<file path="config.mk">
export PLATFORM = sky130hd
export DESIGN_NAME = ovst_ctrl
export DESIGN_NICKNAME = d
export VERILOG_FILES = /design/src/rtl/ovst_pkg.sv /design/src/rtl/ovst_ctrl.sv
export SDC_FILE = /design/constraint.sdc
export NUM_CORES = 1
export LEC_CHECK = 0
export ABC_AREA = 1
export BUFFER_PORTS_ARGS = -buffer_cell sky130_fd_sc_hd__buf_2
export CAP_MARGIN = 20
export CORE_ASPECT_RATIO = 0.7
export CORE_UTILIZATION = 47
export DETAILED_ROUTE_END_ITERATION = 16
export PLACE_DENSITY = 0.86
export SLEW_MARGIN = 0
export SYNTH_ARGS = -nofsm -noshare
export SYNTH_HDL_FRONTEND = slang
export SYNTH_SLANG_ARGS = --single-unit
</file>
<file path="constraint.sdc">
create_clock -name clk -period 2 [get_ports clk]
set_input_delay 0.1 -clock clk [delete_from_list [all_inputs] [get_ports clk]]
set_output_delay 0.1 -clock clk [all_outputs]
set_load 0.01 [all_outputs]
</file>
<file path="src/rtl/ovst_pkg.sv">
// Shared constants and types for the state tracker.
package ovst_pkg;

	localparam int MAX_STATES_DEF  = 16;
	localparam int MAX_SYMBOLS_DEF = 64;
	localparam int SCORE_WIDTH_DEF = 32;

	localparam int CMD_W   = 3;
	localparam int ROW_W   = 4;
	localparam int COL_W   = 6;
	localparam int VALUE_W = 32;
	localparam int SYM_W   = 6;
	localparam int BEST_W  = 4;
	localparam int NST_W   = 5;
	localparam int NSY_W   = 7;

	localparam logic [CMD_W-1:0] CMD_OBSERVE = 3'd0;
	localparam logic [CMD_W-1:0] CMD_INIT    = 3'd1;
	localparam logic [CMD_W-1:0] CMD_TRANS   = 3'd2;
	localparam logic [CMD_W-1:0] CMD_EMIT    = 3'd3;
	localparam logic [CMD_W-1:0] CMD_RESTART = 3'd4;

	localparam int REG_NUM_STATES  = 0;
	localparam int REG_NUM_SYMBOLS = 1;
	localparam int PADDR_W         = 3;

	typedef struct packed {
		logic [CMD_W-1:0]   cmd;
		logic [ROW_W-1:0]   row;
		logic [COL_W-1:0]   col;
		logic [VALUE_W-1:0] value;
		logic [SYM_W-1:0]   symbol;
	} in_beat_t;

	typedef struct packed {
		logic [BEST_W-1:0]  best_state;
		logic [VALUE_W-1:0] best_score;
	} out_beat_t;

	// Controller to datapath commands.
	typedef struct packed {
		logic load_in;     // capture input beat
		logic wr_table;    // perform table write of captured beat
		logic restart;     // clear started flag
		logic clr_acc;     // start a new destination
		logic read_k;      // issue memory reads for pair (k, j)
		logic acc;         // accumulate pair read last cycle
		logic fin_j;       // finish destination j
		logic commit;      // copy next vector, set started
		logic best_step;   // compare one score for best
		logic best_clr;
	} ctl_cmd_t;

	typedef struct packed {
		logic [CMD_W-1:0] cmd;
		logic             sym_ok;
		logic             started;
	} dp_stat_t;

endpackage

</file>
<file path="src/rtl/ovst_ctrl.sv">
// Controller: sequences table writes, the state-pair sweep and the best search.
module ovst_ctrl #(
	parameter int MAX_STATES = ovst_pkg::MAX_STATES_DEF,
	parameter int SW         = (MAX_STATES > 1) ? $clog2(MAX_STATES) : 1
) (
	input  logic               clk,
	input  logic               arst_n,
	input  logic               in_valid,
	output logic               in_ready,
	output logic               res_valid,
	input  logic               res_ready,
	input  ovst_pkg::dp_stat_t stat,
	input  logic [SW:0]        n_eff,
	output ovst_pkg::ctl_cmd_t ctl,
	output logic [SW-1:0]      k_idx,
	output logic [SW-1:0]      j_idx
);
	localparam logic [2:0] ST_IDLE = 3'd0;
	localparam logic [2:0] ST_DEC  = 3'd1;
	localparam logic [2:0] ST_RD   = 3'd2;
	localparam logic [2:0] ST_ACC  = 3'd3;
	localparam logic [2:0] ST_FIN  = 3'd4;
	localparam logic [2:0] ST_BEST = 3'd5;
	localparam logic [2:0] ST_OUT  = 3'd6;

	logic [2:0] state_q;
	logic [SW:0] k_q, j_q;
	logic last_k, last_j;

	assign k_idx  = k_q[SW-1:0];
	assign j_idx  = j_q[SW-1:0];
	assign last_k = (k_q + 1'b1) >= n_eff || !stat.started;
	assign last_j = (j_q + 1'b1) >= n_eff;
	assign in_ready  = (state_q == ST_IDLE);
	assign res_valid = (state_q == ST_OUT);

	always_comb begin
		ctl = '0;
		ctl.load_in = in_valid && in_ready;
		unique case (state_q)
			ST_DEC: begin
				ctl.wr_table = 1'b1;
				ctl.restart  = (stat.cmd == ovst_pkg::CMD_RESTART);
				ctl.clr_acc  = 1'b1;
			end
			ST_RD:   ctl.read_k = 1'b1;
			ST_ACC:  ctl.acc = 1'b1;
			ST_FIN: begin
				ctl.fin_j   = 1'b1;
				ctl.clr_acc = 1'b1;
				ctl.commit  = last_j;
			end
			ST_BEST: begin
				ctl.best_clr  = (k_q == '0);
				ctl.best_step = (k_q != '0);
			end
			default: ;
		endcase
	end

	always_ff @(posedge clk or negedge arst_n) begin
		if (!arst_n) begin
			state_q <= ST_IDLE;
			k_q     <= '0;
			j_q     <= '0;
		end else begin
			unique case (state_q)
				ST_IDLE: if (in_valid) state_q <= ST_DEC;
				ST_DEC: begin
					k_q <= '0;
					j_q <= '0;
					state_q <= (stat.cmd == ovst_pkg::CMD_OBSERVE && stat.sym_ok)
						? ST_RD : ST_IDLE;
				end
				ST_RD: state_q <= ST_ACC;
				ST_ACC: begin
					if (last_k) state_q <= ST_FIN;
					else begin
						k_q <= k_q + 1'b1;
						state_q <= ST_RD;
					end
				end
				ST_FIN: begin
					k_q <= '0;
					if (last_j) state_q <= ST_BEST;
					else begin
						j_q <= j_q + 1'b1;
						state_q <= ST_RD;
					end
				end
				ST_BEST: begin
					if ((k_q + 1'b1) >= n_eff) state_q <= ST_OUT;
					else k_q <= k_q + 1'b1;
				end
				ST_OUT: if (res_ready) state_q <= ST_IDLE;
				default: state_q <= ST_IDLE;
			endcase
		end
	end

	a_ready_idle: assert property (@(posedge clk) disable iff (!arst_n)
		in_ready |-> !res_valid) else $error("ready while result pending");
	a_commit_last: assert property (@(posedge clk) disable iff (!arst_n)
		ctl.commit |=> state_q == ST_BEST) else $error("commit not followed by search");
	a_k_range: assert property (@(posedge clk) disable iff (!arst_n)
		state_q == ST_RD |-> k_q < n_eff && j_q < n_eff) else $error("index out of range");
endmodule

</file>
==> flow_summary.ini, run 1 <==
[outcome]
outcome = finished, violations left
violations = setup timing

[route]
finalWirelength_mm = 3.88
drtAntennaViolNets = 0
dr.pass1.iters = 4
vias_per_cell = 5.07
detail_route.drc_violations = 0
wire_per_inst_um = 14.8
drt_iter0_markers = 56
vias = 1324

[clock_tree]
cts_buffers = 3
insertion_delay_ns = 0.26
tritoncts = done
cts_buffer_depth = 2
clk_pin_slew_ns = 0.07
cts_root_buf = clkbuf_8
htreeDepth = 1
clkSinkCount = 13

[setup_path]
cp_max_fo = 2
critical_path_class = reg -> out
start_kind = flop
crit_required_ns = 1.90
r2r_start = j_q[0]
ff2ff_setup_slack_ns = -0.13
r2r_cells = 15
cp-end-kind = output pin
reg2reg_to = state_q[1]
worstPathArrival_ns = 2.12

[layout]
final_cells = 261
area_growth_syn_to_layout_pct = 47.5
nets = 255
antenna_cells = 0
drive_gt1_share_pct = 50.7

[synth]
synth-edff-count = 0
synth.most_common_cell = nand2_1
yosysUniqueCellTypes = 22
synth-seq-cells = 13
netlist_area_um2 = 1250
syn_inst = 183
yosysSeqAreaShare_pct = 25.9
async_flop_share_pct = 100
synth_flop_cell = dfrtp_1
syn-num-nets = 210
ys_top_cells_by_area = dfrtp_1 (26%), nand2_1 (14%), ha_1 (13%)
netlist.top_cell.by_area = dfrtp_1
avgSynthCellArea_um2 = 6.86
ys_warn_count = 0
synth_top_area_share_pct = 25.9
synth_common_cells = nand2_1 (47), inv_1 (34), nand3_1 (17), nor2_1 (17)

[power]
power_mw = 1.88
clkPwrFrac_pct = 13.5
comb_power_share_pct = 64.6
p_leak_nw = 1.09
power_switching_mw = 0.947
seqPwrFrac_pct = 22.0
p_sw_share_pct = 50.4
powerDensity_nw_per_um2 = 1020
max-vdd-ir-drop_uv = 676
p_int_mw = 0.932

[global_routing]
grt_usage_pct = 23.8
overflow = 0
grt_pass1_vias = 1158
grt_antenna_before_repair = 0
grt_max_degree = 14
grt_pass1_wl_mm = 5.00

[timing]
rsz0062_at_grt = yes
fin_ws_ns = -0.224
finalHoldViolations = 0
fin_worst_skew_ns = 0.00884
finalCriticalPeriod_ns = 2.22
maxSlewViolCount = 0
post-route-period-util_pct = 111
relSlewSlack_pct = 72.9
setup_viol = 14
tightest_slew_ns = 0.407
max_freq_ghz = 0.450

[die]
coreArea_um2 = 2500
start_util_pct = 50.3
die_w_um = 63.8
row_count = 15
die_height_um = 45.2
io-pin-count = 34
dieArea_um2 = 2880

[job]
max_cap_viol_count = 0

[placed_design]
globalplace.congestion = 0.865
dpl.hpwl_mm = 2.20
io_buffers = 33
dp_cells = 249

[min_path]
hold_end = state_q[1]
worstHoldStart = res_ready
hold_class = in -> reg
hold_path_depth = 4
how the worst max path moves through the flow:
stage / startpoint / to / cells after the start
3_5_place_dp: k_q[1] / k_q[1] / 15
3_3_place_gp: k_q[1] / k_q[0] / 15
5_1_grt: j_q[0] / ctl[2] / 12
6_report: j_q[0] / ctl[2] / 12
4_1_cts: k_q[1] / k_q[1] / 15
2_1_floorplan: k_q[0] / k_q[0] / 15
routing by layer:
metal / routed length [um] / global-route usage [%] / share of wire (%)
met1: 1550 / 27.8 / 40
met2: 2020 / 42.3 / 52
met3: 180 / 5.81 / 4.6
met4: 132 / 10.9 / 3.4
met5: 0 / 0 / 0
critical path, cell delays in order, from the launching register on:
cell and delay (ns):
dfrtp_1 0.42, ha_4 0.20, nand3_4 0.09, xor2_2 0.19
inv_2 0.07, ha_4 0.30, nand2_4 0.06, inv_1 0.08
nand2_2 0.10, nand3_2 0.12, nand2_2 0.06, inv_2 0.07
buf_6 0.10
area by class of cell:
class	instances	area [um2]
multi-input combinational	125	981
fill	179	646
sequential	13	327
timing repair buffer	49	317
inverter	36	138
tap	34	42.5
clock buffer	3	41.3
clock inverter	1	5.00
timing repair:
action,CTS,global route
pin swaps,15,23
setup endpoints to repair,14,14
setup buffers,1,6
resized for setup,18,50
hold buffers,1,0
hold endpoints to repair,13,0
registers in the layout, indices dropped and copies added (netlist names):
signal / cells
j_q: 5
state_q: 3
k_q: 5
cells in the final DEF (no fill, tap or decap), drive strengths merged, types with 4 or more instances in the layout:
cell   netlist  final
nor2        20     20
o21ai        6      6
inv         36     36
dfrtp       13     13
nand2       52     52
nand3       18     18
a21oi        4      4
ha          13     13
xor2         5      5
buf          9     48
metrics by stage:
| step | setup TNS, ns | setup WS, ns | cell area, um2 | hold WS [ns] | utilization [%] |
|---|---|---|---|---|---|
| global placement | -0.252 | -0.0481 | 1480 | 0.00967 | 59.2 |
| detailed placement | -0.792 | -0.130 | 1480 | 0.0151 | 59.2 |
| floorplan | -0.269 | -0.0546 | 1280 | -0.196 | - |
| finish | -1.47 | -0.224 | 1850 | 0.152 | 74.1 |
| CTS | -0.349 | -0.0641 | 1620 | 0.151 | 64.8 |
| global route | -2.81 | -0.265 | 1850 | 0.187 | 74.1 |
cell families (layout without fill, tap and decap cells):
logic type	count (synthesis)	count (layout)	share of synthesized area [%]
AOI/OAI and AO/OA	10	10	4.88
xor gates and xnor gates	5	5	3.49
adders and majority gates	13	13	13.0
buffers and inverters	45	89	16.5
DFF	13	13	25.9
and+or+nand+nor	97	97	36.3
power by group through the flow:
stage	Combinational [mW]	Sequential (mW)	Clock (mW)
final	1.21	0.413	0.253
after global routing	1.33	0.420	0.264
after CTS	0.984	0.402	0.246
after detailed placement	0.952	0.405	0
after global placement	0.923	0.404	0
after floorplan	0.711	0.386	0
Note: power is estimated with default switching activity, not from simulation.
==> run 2: changes to the inputs <==
SETUP_SLACK_MARGIN = 0.02   (was default)
==> flow_summary.ini, run 2 (synthesis gave the netlist of run 1 again) <==
[die]
die_height_um = 45.2
dieArea_um2 = 2880
die_w_um = 63.8
start_util_pct = 50.3
row_count = 15
io-pin-count = 34
coreArea_um2 = 2500

[global_routing]
grt_usage_pct = 23.9
overflow = 0
grt_antenna_before_repair = 0
grt_max_degree = 14
grt_pass1_wl_mm = 5.05
grt_pass1_vias = 1121

[clock_tree]
htreeDepth = 1
tritoncts = done
cts_buffer_depth = 2
cts_buffers = 3
insertion_delay_ns = 0.25
clkSinkCount = 13
clk_pin_slew_ns = 0.06
cts_root_buf = clkbuf_8

[layout]
area_growth_syn_to_layout_pct = 46.2
antenna_cells = 0
mostFrequentLayoutCells = nand2_1 (36), buf_2 (32), inv_1 (30)
nets = 262
reg_top3 = j_q x5, k_q x5, state_q x3
drive_gt1_share_pct = 45.3
finish.instance_area_um2 = 1830
final_cells = 268
utilization_pct = 73.5
final_common_cell = nand2_1

[setup_path]
critical_path_class = reg -> out
crit_buf_inv = 3
start_kind = flop
path_cells = ha_2 > nand3_2 > xor2_1 > inv_1 > ha_4 > nand2_2 > nor2_1 > nand2_1 > nand3_2 > nand2_2 > inv_2 > buf_6
cp-end-kind = output pin
crit_required_ns = 1.90
slowest_delay_ns = 0.39
worstPathArrival_ns = 2.03
cp_top_family = adder cells
ff2ff_setup_slack_ns = -0.11
cp_max_fo = 2
critical-path-slowest-cell = dfrtp_1

[placed_design]
globalplace.congestion = 0.886
pre_cts_slack_ns = -0.0943
dpl.hpwl_mm = 2.18
post_dp_cell_area_um2 = 1480
dp_cells = 249
io_buffers = 33

[route]
vias_per_cell = 5.00
drtAntennaViolNets = 0
dr.pass1.iters = 5
detail_route.drc_violations = 0
wire_per_inst_um = 13.0
finalWirelength_mm = 3.49
vias = 1341
drt_iter0_markers = 59

[power]
max-vdd-ir-drop_uv = 593
p_leak_nw = 1.10
power_mw = 1.77
powerDensity_nw_per_um2 = 967

[job]
max_cap_viol_count = 0

[timing]
setup-tns-final_ns = -0.893
setup_viol = 12
relSlewSlack_pct = 74.8
maxSlewViolCount = 0
finalHoldViolations = 0
holdWs_ns = 0.161
fin_ws_ns = -0.132
max_freq_ghz = 0.469
post-route-period-util_pct = 107
tightest_slew_ns = 0.379
finalCriticalPeriod_ns = 2.13
fin_worst_skew_ns = 0.000719
rsz0062_at_grt = yes

[outcome]
violations = setup timing
outcome = finished, violations left

[min_path]
hold_class = in -> reg
==> run 2: changes by cell type in the layout (fill, tap and decap cells not counted), sizes merged <==
cell,previous run,this run
clkbuf,3,4
nand4,3,4
clkinv,1,0
buf,48,54
==> run 2: tightest hold or removal path, stage by stage <==
cell     delay [ns]
buf_2          0.07
inv_1          0.03
nand2_1        0.10
nand2_1        0.07
==> run 2: timing repair <==
action / CTS / global route
pin swaps: 12 / 16
gates resized for setup: 18 / 24
hold buffers: 1 / 0
cloned: 0 / 1
setup endpoints to repair: 14 / 14
endpoints found under the hold margin: 13 / 0
buffers inserted: 10 / 3
==> run 2: area by class of cell <==
| type | count | area, um2 |
|---|---|---|
| multi-input combinational | 126 | 942 |
| sequential | 13 | 327 |
| fill | 182 | 662 |
| timing repair buffer | 55 | 343 |
| clock buffer | 4 | 45.0 |
| tap | 34 | 42.5 |
| inverter | 36 | 135 |
==> run 2: worst paths after layout <==
| kind | start | end | cells past startpoint |
|---|---|---|---|
| setup reg to reg | k_q[0] | k_q[2] | 15 |
| max in group asynchronous | arst_n | j_q[2] | 2 |
| setup / recovery | j_q[0] | ctl[2] | 12 |
| hold / removal | res_ready | state_q[1] | 4 |
| min in group asynchronous | arst_n | k_q[0] | 2 |
| hold reg to reg | j_q[4] | j_q[4] | 2 |
==> run 2: where the power goes <==
group / internal (mW) / switching [mW] / total (mW) / leakage, nW
Clock: 0.141 / 0.100 / 0.241 / 0.0228
Sequential: 0.320 / 0.0933 / 0.414 / 0.175
Combinational: 0.445 / 0.674 / 1.12 / 0.902
==> run 2: routing by layer <==
layer	track usage [%]	wire length, um	part of all wire, %	vias to the layer above
li1	-	-	-	664
met2	43.8	1800	51	47
met4	3.64	44	1.3	0
met3	5.56	193	5.5	6
met5	0	0	0	-
met1	29.5	1460	42	624
